`src/design/etfp_pkg.sv`:
```
`timescale 1ns / 1ps
// Shared types, constants and helpers for the escape-time fractal pixel core.
package etfp_pkg;

   localparam int COORD_BITS  = 12;
   localparam int FRAC_BITS   = 28;
   localparam int Q_W         = 32;
   localparam int PROD_W      = 2 * Q_W;
   localparam int SQ_W        = PROD_W - FRAC_BITS;
   localparam int XY_W        = SQ_W + 1;
   localparam int SAT_W       = 48;
   localparam int CNT_W       = 16;
   localparam int COLOR_W     = 32;
   localparam int ENTRY_IDX_W = 4;
   localparam int PSIZE_W     = 5;

   // Bit positions inside the item words.
   localparam int REQ_X_LSB     = 0;
   localparam int REQ_Y_LSB     = REQ_X_LSB + COORD_BITS;
   localparam int REQ_IDX_LSB   = REQ_Y_LSB + COORD_BITS;
   localparam int REQ_COLOR_LSB = REQ_IDX_LSB + ENTRY_IDX_W;
   localparam int REQ_USED_W    = REQ_COLOR_LSB + COLOR_W;
   localparam int REQ_TDATA_W   = ((REQ_USED_W + 7) / 8) * 8;

   localparam int RSP_ESC_BIT   = 2 * COORD_BITS;
   localparam int RSP_CNT_LSB   = RSP_ESC_BIT + 1;
   localparam int RSP_COLOR_LSB = RSP_CNT_LSB + CNT_W;
   localparam int RSP_USED_W    = RSP_COLOR_LSB + COLOR_W;
   localparam int RSP_TDATA_W   = ((RSP_USED_W + 7) / 8) * 8;
   localparam int RSP_PAD_W     = RSP_TDATA_W - RSP_USED_W;

   localparam int CSR_IDX_W  = 4;
   localparam int CSR_DATA_W = 32;

   typedef logic signed [Q_W-1:0]   q_type;
   typedef logic signed [SAT_W-1:0] wide_type;

   // Register indexes of the configuration port.
   localparam logic [CSR_IDX_W-1:0] CSR_SET_MODE  = 4'd0;
   localparam logic [CSR_IDX_W-1:0] CSR_RE_ORIGIN = 4'd1;
   localparam logic [CSR_IDX_W-1:0] CSR_IM_ORIGIN = 4'd2;
   localparam logic [CSR_IDX_W-1:0] CSR_RE_STEP   = 4'd3;
   localparam logic [CSR_IDX_W-1:0] CSR_IM_STEP   = 4'd4;
   localparam logic [CSR_IDX_W-1:0] CSR_MAX_ITER  = 4'd5;
   localparam logic [CSR_IDX_W-1:0] CSR_PAL_SIZE  = 4'd6;
   localparam logic [CSR_IDX_W-1:0] CSR_MONO      = 4'd7;

   // Item kinds carried in req_tuser.
   localparam logic OP_WRITE = 1'b0;
   localparam logic OP_PIXEL = 1'b1;

   localparam logic SET_MANDELBROT = 1'b0;

   // Julia constant -0.7 + 0.27015i, rounded to nearest.
   localparam q_type JULIA_RE =
      Q_W'(-(((64'sd7 <<< (FRAC_BITS - 1)) + 64'sd2) / 64'sd5));
   localparam q_type JULIA_IM =
      Q_W'(((64'sd5403 <<< (FRAC_BITS - 5)) + 64'sd312) / 64'sd625);

   localparam logic signed [SQ_W:0] ESC_LIMIT = (SQ_W + 1)'(64'sd4 <<< FRAC_BITS);

   localparam logic [CNT_W-1:0]   MAX_ITER_RST = 16'd256;
   localparam logic [COLOR_W-1:0] MONO_RST     = 32'h00FF_FFFF;

   function automatic q_type sat_q(input wide_type v);
      wide_type hi;
      wide_type lo;
      hi = SAT_W'(64'sd2147483647);
      lo = SAT_W'(-64'sd2147483648);
      if (v > hi) begin
         return Q_W'(hi);
      end else if (v < lo) begin
         return Q_W'(lo);
      end
      return Q_W'(v);
   endfunction

endpackage

```
`src/design/etfp_mul.sv`:
```
`timescale 1ns / 1ps
// Shared signed 32x32 multiplier with a registered 64-bit product.
module etfp_mul (
   input  logic                                     clock,
   input  etfp_pkg::q_type                          op_a,
   input  etfp_pkg::q_type                          op_b,
   output logic signed [etfp_pkg::PROD_W-1:0]       prod_ff
);

   logic signed [etfp_pkg::PROD_W-1:0] prod_in;

   always_comb begin
      prod_in = etfp_pkg::PROD_W'(op_a) * etfp_pkg::PROD_W'(op_b);
   end

   always_ff @(posedge clock) begin
      prod_ff <= prod_in;
   end

endmodule

```
`src/design/escape_time_fractal_pixel_core.sv`:
```
`timescale 1ns / 1ps
// Escape-time fractal pixel core: top level with sequencer, palette and result register.
//
// A palette write item is taken while the core stays idle. A pixel item maps (x, y) to a complex
// point and iterates z = z*z + c in signed Q4.28 on one shared 32x32 multiplier, which
// is used three times per iteration (re*re, im*im, re*im) followed by an update step.
// A pixel item keeps req_tready low through two mapping multiplies, the start, the
// iterations, the final escape test (through all three products when it escapes, the
// count check alone when it reaches the limit), the palette read and the hand-off to
// the result register; a result still waiting in the result register lengthens the
// hand-off. The result register lets the next item be taken while a result still waits.
// Palette entries must be written before a pixel can select them.
module escape_time_fractal_pixel_core #(
   parameter int PALETTE_DEPTH = 16
) (
   input  logic                                  clock,
   input  logic                                  reset,
   // Input items.
   input  logic                                  req_tvalid,
   output logic                                  req_tready,
   // tdata from bit 0: pixel_x, pixel_y, entry_index, entry_color, zero fill
   input  logic [etfp_pkg::REQ_TDATA_W-1:0]      req_tdata,
   // tuser: op
   input  logic                                  req_tuser,
   // Result items.
   output logic                                  rsp_tvalid,
   input  logic                                  rsp_tready,
   // tdata from bit 0: out_x, out_y, escaped, iterations, color, zero fill
   output logic [etfp_pkg::RSP_TDATA_W-1:0]      rsp_tdata,
   // Configuration writes.
   input  logic                                  csr_valid,
   output logic                                  csr_ready,
   input  logic [etfp_pkg::CSR_IDX_W-1:0]        csr_index,
   input  logic [etfp_pkg::CSR_DATA_W-1:0]       csr_data
);

   localparam int IDX_W = (PALETTE_DEPTH > 1) ? $clog2(PALETTE_DEPTH) : 1;
   localparam int SZ_W  = $clog2(PALETTE_DEPTH + 1);
   localparam int CMP_W = (SZ_W > etfp_pkg::PSIZE_W) ? SZ_W : etfp_pkg::PSIZE_W;
   localparam logic [CMP_W-1:0] DEPTH_C = CMP_W'(PALETTE_DEPTH);

   localparam int ST_W = 4;
   localparam logic [ST_W-1:0] S_IDLE = 4'd0;
   localparam logic [ST_W-1:0] S_MRE  = 4'd1;
   localparam logic [ST_W-1:0] S_MIM  = 4'd2;
   localparam logic [ST_W-1:0] S_INIT = 4'd3;
   localparam logic [ST_W-1:0] S_RR   = 4'd4;
   localparam logic [ST_W-1:0] S_II   = 4'd5;
   localparam logic [ST_W-1:0] S_RI   = 4'd6;
   localparam logic [ST_W-1:0] S_UPD  = 4'd7;
   localparam logic [ST_W-1:0] S_RD   = 4'd8;
   localparam logic [ST_W-1:0] S_OUT  = 4'd9;

   // Configuration registers.
   logic                                  set_mode_ff;
   etfp_pkg::q_type                       re_origin_ff;
   etfp_pkg::q_type                       im_origin_ff;
   logic [etfp_pkg::Q_W-2:0]              re_step_ff;
   logic [etfp_pkg::Q_W-2:0]              im_step_ff;
   logic [etfp_pkg::CNT_W-1:0]            max_iter_ff;
   logic [etfp_pkg::PSIZE_W-1:0]          pal_size_ff;
   logic [etfp_pkg::COLOR_W-1:0]          mono_ff;

   // Sequencer and datapath registers.
   logic [ST_W-1:0]                       state_ff, state_in;
   logic [etfp_pkg::COORD_BITS-1:0]       px_ff, px_in;
   logic [etfp_pkg::COORD_BITS-1:0]       py_ff, py_in;
   etfp_pkg::q_type                       pre_ff, pre_in;
   etfp_pkg::q_type                       zr_ff, zr_in;
   etfp_pkg::q_type                       zi_ff, zi_in;
   etfp_pkg::q_type                       kr_ff, kr_in;
   etfp_pkg::q_type                       ki_ff, ki_in;
   logic signed [etfp_pkg::SQ_W-1:0]      r2_ff, r2_in;
   logic signed [etfp_pkg::SQ_W-1:0]      i2_ff, i2_in;
   logic [etfp_pkg::CNT_W-1:0]            count_ff, count_in;
   logic [IDX_W-1:0]                      pidx_ff, pidx_in;
   logic                                  esc_ff, esc_in;
   logic [etfp_pkg::COLOR_W-1:0]          rd_ff;
   logic                                  rsp_tvalid_ff, rsp_tvalid_in;
   logic [etfp_pkg::RSP_TDATA_W-1:0]      rsp_tdata_ff, rsp_tdata_in;

   logic [etfp_pkg::COLOR_W-1:0]          palette_mem [0:PALETTE_DEPTH-1];

   // Multiplier interface.
   etfp_pkg::q_type                       mul_a;
   etfp_pkg::q_type                       mul_b;
   logic signed [etfp_pkg::PROD_W-1:0]    prod_ff;

   logic                                  req_fire;
   logic                                  csr_fire;
   logic                                  pal_we;
   logic [IDX_W-1:0]                      wr_addr;
   logic [etfp_pkg::ENTRY_IDX_W-1:0]      req_entry_index;
   logic [etfp_pkg::COLOR_W-1:0]          req_entry_color;
   logic [CMP_W-1:0]                      size_eff;
   logic signed [etfp_pkg::SQ_W-1:0]      sq_now;
   logic signed [etfp_pkg::XY_W-1:0]      xy_now;
   logic signed [etfp_pkg::SQ_W:0]        esc_sum;
   etfp_pkg::q_type                       map_now;
   logic                                  out_free;
   logic [etfp_pkg::COLOR_W-1:0]          color_sel;

   etfp_mul u_mul (
      .clock   (clock),
      .op_a    (mul_a),
      .op_b    (mul_b),
      .prod_ff (prod_ff)
   );

   assign req_tready = (state_ff == S_IDLE);
   assign csr_ready  = 1'b1;
   assign rsp_tvalid = rsp_tvalid_ff;
   assign rsp_tdata  = rsp_tdata_ff;

   assign req_fire = req_tvalid && req_tready;
   assign csr_fire = csr_valid && csr_ready;

   assign req_entry_index = req_tdata[etfp_pkg::REQ_IDX_LSB +: etfp_pkg::ENTRY_IDX_W];
   assign req_entry_color = req_tdata[etfp_pkg::REQ_COLOR_LSB +: etfp_pkg::COLOR_W];
   assign wr_addr = IDX_W'(req_entry_index);
   // Writes to an entry beyond the palette are dropped.
   assign pal_we = req_fire && (req_tuser == etfp_pkg::OP_WRITE)
                   && (CMP_W'(req_entry_index) < DEPTH_C);

   assign size_eff = (CMP_W'(pal_size_ff) > DEPTH_C) ? DEPTH_C : CMP_W'(pal_size_ff);

   // Floored views of the product register.
   assign sq_now  = $signed(prod_ff[etfp_pkg::PROD_W-1:etfp_pkg::FRAC_BITS]);
   assign xy_now  = $signed(prod_ff[etfp_pkg::PROD_W-1:etfp_pkg::FRAC_BITS-1]);
   assign esc_sum = (etfp_pkg::SQ_W + 1)'(r2_ff) + (etfp_pkg::SQ_W + 1)'(sq_now);

   always_comb begin
      map_now = '0;
      if (state_ff == S_MIM) begin
         map_now = etfp_pkg::sat_q(etfp_pkg::SAT_W'(re_origin_ff)
                   + $signed(prod_ff[etfp_pkg::SAT_W-1:0]));
      end else begin
         map_now = etfp_pkg::sat_q(etfp_pkg::SAT_W'(im_origin_ff)
                   + $signed(prod_ff[etfp_pkg::SAT_W-1:0]));
      end
   end

   always_comb begin
      mul_a = zr_ff;
      mul_b = zr_ff;
      case (state_ff)
         S_MRE: begin
            mul_a = etfp_pkg::Q_W'(px_ff);
            mul_b = etfp_pkg::Q_W'(re_step_ff);
         end
         S_MIM: begin
            mul_a = etfp_pkg::Q_W'(py_ff);
            mul_b = etfp_pkg::Q_W'(im_step_ff);
         end
         S_II: begin
            mul_a = zi_ff;
            mul_b = zi_ff;
         end
         S_RI: begin
            mul_a = zr_ff;
            mul_b = zi_ff;
         end
         default: begin
            mul_a = zr_ff;
            mul_b = zr_ff;
         end
      endcase
   end

   assign out_free  = !rsp_tvalid_ff || rsp_tready;
   assign color_sel = !esc_ff ? '0 : ((size_eff == '0) ? mono_ff : rd_ff);

   always_comb begin
      state_in      = state_ff;
      px_in         = px_ff;
      py_in         = py_ff;
      pre_in        = pre_ff;
      zr_in         = zr_ff;
      zi_in         = zi_ff;
      kr_in         = kr_ff;
      ki_in         = ki_ff;
      r2_in         = r2_ff;
      i2_in         = i2_ff;
      count_in      = count_ff;
      pidx_in       = pidx_ff;
      esc_in        = esc_ff;
      rsp_tvalid_in = rsp_tvalid_ff && !rsp_tready;
      rsp_tdata_in  = rsp_tdata_ff;

      unique case (state_ff)
         S_IDLE: begin
            if (req_fire && (req_tuser == etfp_pkg::OP_PIXEL)) begin
               px_in    = req_tdata[etfp_pkg::REQ_X_LSB +: etfp_pkg::COORD_BITS];
               py_in    = req_tdata[etfp_pkg::REQ_Y_LSB +: etfp_pkg::COORD_BITS];
               state_in = S_MRE;
            end
         end
         S_MRE: begin
            state_in = S_MIM;
         end
         S_MIM: begin
            pre_in   = map_now;
            state_in = S_INIT;
         end
         S_INIT: begin
            if (set_mode_ff == etfp_pkg::SET_MANDELBROT) begin
               zr_in = '0;
               zi_in = '0;
               kr_in = pre_ff;
               ki_in = map_now;
            end else begin
               zr_in = pre_ff;
               zi_in = map_now;
               kr_in = etfp_pkg::JULIA_RE;
               ki_in = etfp_pkg::JULIA_IM;
            end
            count_in = '0;
            pidx_in  = '0;
            state_in = S_RR;
         end
         S_RR: begin
            if (count_ff >= max_iter_ff) begin
               esc_in   = 1'b0;
               state_in = S_RD;
            end else begin
               state_in = S_II;
            end
         end
         S_II: begin
            r2_in    = sq_now;
            state_in = S_RI;
         end
         S_RI: begin
            i2_in = sq_now;
            if (esc_sum >= etfp_pkg::ESC_LIMIT) begin
               esc_in   = 1'b1;
               state_in = S_RD;
            end else begin
               state_in = S_UPD;
            end
         end
         S_UPD: begin
            zr_in = etfp_pkg::sat_q(etfp_pkg::SAT_W'(r2_ff) - etfp_pkg::SAT_W'(i2_ff)
                    + etfp_pkg::SAT_W'(kr_ff));
            zi_in = etfp_pkg::sat_q(etfp_pkg::SAT_W'(xy_now) + etfp_pkg::SAT_W'(ki_ff));
            count_in = count_ff + 1'b1;
            // Running palette index tracks the count modulo the palette size.
            if ((CMP_W'(pidx_ff) + 1'b1) >= size_eff) begin
               pidx_in = '0;
            end else begin
               pidx_in = pidx_ff + 1'b1;
            end
            state_in = S_RR;
         end
         S_RD: begin
            state_in = S_OUT;
         end
         S_OUT: begin
            if (out_free) begin
               rsp_tvalid_in = 1'b1;
               rsp_tdata_in  = {{etfp_pkg::RSP_PAD_W{1'b0}}, color_sel, count_ff,
                                esc_ff, py_ff, px_ff};
               state_in      = S_IDLE;
            end
         end
         default: begin
            state_in = S_IDLE;
         end
      endcase
   end

   always_ff @(posedge clock) begin
      if (reset) begin
         state_ff      <= S_IDLE;
         rsp_tvalid_ff <= 1'b0;
      end else begin
         state_ff      <= state_in;
         rsp_tvalid_ff <= rsp_tvalid_in;
      end
   end

   always_ff @(posedge clock) begin
      px_ff        <= px_in;
      py_ff        <= py_in;
      pre_ff       <= pre_in;
      zr_ff        <= zr_in;
      zi_ff        <= zi_in;
      kr_ff        <= kr_in;
      ki_ff        <= ki_in;
      r2_ff        <= r2_in;
      i2_ff        <= i2_in;
      count_ff     <= count_in;
      pidx_ff      <= pidx_in;
      esc_ff       <= esc_in;
      rsp_tdata_ff <= rsp_tdata_in;
   end

   always_ff @(posedge clock) begin
      if (pal_we) begin
         palette_mem[wr_addr] <= req_entry_color;
      end
      if (state_ff == S_RD) begin
         rd_ff <= palette_mem[pidx_ff];
      end
   end

   always_ff @(posedge clock) begin
      if (reset) begin
         set_mode_ff  <= 1'b0;
         re_origin_ff <= '0;
         im_origin_ff <= '0;
         re_step_ff   <= '0;
         im_step_ff   <= '0;
         max_iter_ff  <= etfp_pkg::MAX_ITER_RST;
         pal_size_ff  <= '0;
         mono_ff      <= etfp_pkg::MONO_RST;
      end else if (csr_fire) begin
         unique case (csr_index)
            etfp_pkg::CSR_SET_MODE:  set_mode_ff  <= csr_data[0];
            etfp_pkg::CSR_RE_ORIGIN: re_origin_ff <= $signed(csr_data);
            etfp_pkg::CSR_IM_ORIGIN: im_origin_ff <= $signed(csr_data);
            etfp_pkg::CSR_RE_STEP:   re_step_ff   <= csr_data[etfp_pkg::Q_W-2:0];
            etfp_pkg::CSR_IM_STEP:   im_step_ff   <= csr_data[etfp_pkg::Q_W-2:0];
            etfp_pkg::CSR_MAX_ITER:  max_iter_ff  <= csr_data[etfp_pkg::CNT_W-1:0];
            etfp_pkg::CSR_PAL_SIZE:  pal_size_ff  <= csr_data[etfp_pkg::PSIZE_W-1:0];
            etfp_pkg::CSR_MONO:      mono_ff      <= csr_data;
            default: begin
            end
         endcase
      end
   end

endmodule

```
`config.mk`:
```
export PLATFORM = sky130hd
export DESIGN_NAME = escape_time_fractal_pixel_core
export DESIGN_NICKNAME = d
export VERILOG_FILES = /design/src/design/etfp_pkg.sv /design/src/design/etfp_mul.sv /design/src/design/escape_time_fractal_pixel_core.sv
export SDC_FILE = /design/constraint.sdc
export NUM_CORES = 2
export LEC_CHECK = 0
export BUFFER_PORTS_ARGS = -buffer_cell sky130_fd_sc_hd__buf_2
export CORE_UTILIZATION = 40
export CTS_CLUSTER_DIAMETER = 100
export DETAILED_ROUTE_END_ITERATION = 8
export SYNTH_ARGS = -nofsm -noshare
export SYNTH_HDL_FRONTEND = slang
export SYNTH_SLANG_ARGS = --single-unit
```
`constraint.sdc`:
```
create_clock -name clock -period 20.3 [get_ports clock]
set_input_delay 0 -clock clock [delete_from_list [all_inputs] [get_ports clock]]
set_output_delay 0 -clock clock [all_outputs]
set_load 0.005 [all_outputs]
```
==> metrics.txt <==
Global Route Usage Sum=0.269; final setup violation count=0; largest net degree at the start of global routing=109; WS Path Type=reg2reg; overall power consumption=between 0.007 and 0.008 W; hpwl dp=226000 um; CTS Hold Buffers Added=124; CTS Buffer Depth=3; dominant cell type by area after synthesis=edfxtp_1; mux cell area share after synthesis=0.0318; grt ovf=0; met2 routed WL=143000 um; syn avg cell area=around 10 um2; CTS H-tree lvls=3; cell family with most CP delay=adder cells; cts bufs inserted=117; final setup skew=~100 ps; combinational share of power=0.356; fmax=83.2 MHz; Nets=10600; min Tclk post-route=12020 ps; DRT antenna net count=0; RSZ-0062 raised after global routing=no; Post-Syn Area=91300 um2; Post-Route M1 WL=123000 um; setup tns final=0 ps; Async SR Flop Fraction=0; share of the synthesized area in the top cell type=0.294; routed vias=about 68000; status=completed; most common cell in the netlist=nand2_1; Area contributors post-synth=edfxtp_1 (29%), fa_1 (25%), ha_1 (5.6%), dfxtp_1 (5.5%), nand2_1 (5.1%); Synth Area in Compound Gates=0.110; Data arrival, critical path=12630 ps; final hold vios=0; Rel. slew slack=0.188; max cap viols=0; critical path required time=between 20000 and 25000 ps; Most used DFF post-synth=edfxtp_1; vias in the first global route=between 60000 and 70000; post-route insts no fill=approximately 12000; synthesized flop and latch total=1143; routability cong.=0.966; synthesized instance count=8820; drc violations=0; largest family of logic cells by synthesized area=adder cells; Reg power frac=0.350; type of destination of the critical path=flip-flop; Worst-Margin Slew=1190 ps; drt pass-1 iters=9; Sink Count=roughly 1100; Unique masters post-synth=95; Simple-Gate Fraction of Synth Area=0.121; first-pass GRT wire length=~460000 um; utilization after layout=0.447; placed cell count=between 10000 and 15000; Die Area=230000 um2; crit path buf inv count=8; Max Transition Viols Final=0; highest metal used=met5; WL met3=26100 um; starting density of the core=0.402; Leak=43.0 nW; clock root buffer=clkbuf_16; Synth Area in Adders=0.302; post-synthesis sequential area ratio=0.349; Sw Pwr=between 0.002 and 0.003 W; IO Port Bufs=roughly 180; Die Ht=roughly 480 um; nature of the critical path startpoint=flip-flop; post-cts gate resize count=0; Vias/cell=5.60; slowest stage delay, CP=between 1000 and 1500 ps; CTS tree=built; total internal power=0.00500 W; # Post-CTS Setup Buffers=0; Clock Pin Slew Worst Setup and Hold Paths=60 ps; worst vdd ir=0.0000871 V; PwrDens=78.8 nW/um2; Worst Hold Class=in2reg; I/O pin cnt=189; layout cells sized above 1=0.0846; CP most frequent cell=fa_1; Ys Warns=0; # rows=175; area delta synth->final=11.1%; synth cell count leaders=nand2_1 (1233), inv_1 (1147), fa_1 (1122); worst-path fanout max=32; 1st-iter DRT viols=7066; Total Wirelength=309000 um; Post-synth EDFFs=894; Crit-path slowest cell=o311ai_0; routed len/inst=25.6 um; Worst-Skew Late Latency=790 ps; Tcrit/Tclk final=0.592; core box area=227000 um2; initial antenna violation count=21; Net Sw Frac=0.374; xor/xnor share of the synthesized area=0.0205; Die X=480 um; Clock Power Share=0.294
-- registers in the layout (all words and copies together) (netlist names), 36 cells and up --
| signal | cells |
|---|---|
| palette_mem | 512 |
| r2_ff | 36 |
| u_mul.prod_ff | 64 |
| rsp_tdata | 73 |
| i2_ff | 36 |
-- area by class of cell --
| cell class | count | area, um2 |
|---|---|---|
| fill | 21100 | 126000 |
| multi-input combinational | 6088 | 53800 |
| sequential | 1143 | 31800 |
| inverter | 1148 | 4310 |
| tap | 3009 | 3760 |
| timing repair buffer | 476 | 3460 |
| clock buffer | 164 | 3300 |
| clock inverter | 58 | 918 |
| antenna | 11 | 27.5 |
-- cells in the final DEF, fill, tap and decap left out, drive strengths merged, types with 41 or more instances in the layout --
| cell | Yosys | layout |
|---|---|---|
| a211oi | 41 | 41 |
| a21boi | 45 | 45 |
| a21o | 125 | 125 |
| a21oi | 504 | 504 |
| a22oi | 71 | 71 |
| and2 | 46 | 46 |
| buf | 54 | 352 |
| clkbuf | 393 | 164 |
| dfxtp | 249 | 249 |
| dlygate4sd3 | 0 | 124 |
| edfxtp | 894 | 894 |
| fa | 1122 | 1122 |
| ha | 412 | 412 |
| inv | 1147 | 1153 |
| mux2i | 115 | 115 |
| mux4 | 64 | 64 |
| nand2 | 1233 | 1233 |
| nand2b | 54 | 54 |
| nand3 | 92 | 92 |
| nand4 | 43 | 43 |
| nor2 | 787 | 787 |
| nor3 | 51 | 51 |
| o211ai | 55 | 55 |
| o21a | 66 | 66 |
| o21ai | 311 | 311 |
| or3 | 50 | 50 |
| xnor2 | 133 | 133 |
| xor2 | 81 | 81 |
-- final timing paths --
kind	start	endpoint	slack, ps	cells past startpoint
hold / removal	req_tdata[27]	palette_mem[11][16]$_DFFE_PP_	50	3
hold reg to reg	max_iter_ff[10]$_SDFFE_PP0P_	max_iter_ff[10]$_SDFFE_PP0P_	450	2
setup / recovery	state_ff[3]$_SDFFE_PP0P_	u_mul.prod_ff[62]$_DFF_P_	8280	31
setup reg to reg	state_ff[3]$_SDFFE_PP0P_	u_mul.prod_ff[62]$_DFF_P_	8280	31
-- kinds of logic (layout without fill, tap and decap cells) --
group / Yosys count / count (layout)
AO/OA/AOI/OAI: 1553 / 1553
XOR/XNOR: 214 / 214
adder cells (fa/ha/maj): 1534 / 1534
buffers and inverters: 1595 / 1846
flip-flops: 1143 / 1143
multiplexers: 207 / 207
other: 2 / 19
AND/OR/NAND/NOR: 2572 / 2572
-- power groups by stage --
stage | sequential, W | clock (W) | combinational [W]
finish | 0.00280 | 0.00235 | 0.00284
floorplan | 0.00276 | 0 | 0.00180
global route | 0.00280 | 0.00247 | 0.00308
detailed placement | 0.00284 | 0 | 0.00274
CTS | 0.00279 | 0.00238 | 0.00280
global placement | 0.00284 | 0 | 0.00273
-- worst register-to-register path, delay by kind of cell (launching register included) --
| family | cells | cell delay (ps) |
|---|---|---|
| AOI/OAI and AO/OA | 7 | 3170 |
| xor gates and xnor gates | 1 | 170 |
| adders and majority gates | 9 | 4840 |
| buffers and inverters | 8 | 1540 |
| DFF | 1 | 660 |
| and+or+nand+nor | 6 | 1510 |
-- per-stage QoR --
stage               instance area [um2]  hold slack (ps)  worst slack, ps
global placement                  95900              179             8720
floorplan                         91300             98.9            10030
global route                     101000             40.5             7930
finish                           101000             49.7             8280
CTS                              101000             4.20             8510
detailed placement                95900              178             8550
-- layer usage --
layer | vias up | track usage
met2 | 3048 | 0.432
met1 | 34300 | 0.354
met3 | 574 | 0.0425
met5 | - | 0
li1 | 29800 | -
met4 | 8 | 0.130
Power figures use the tool's default switching activity.
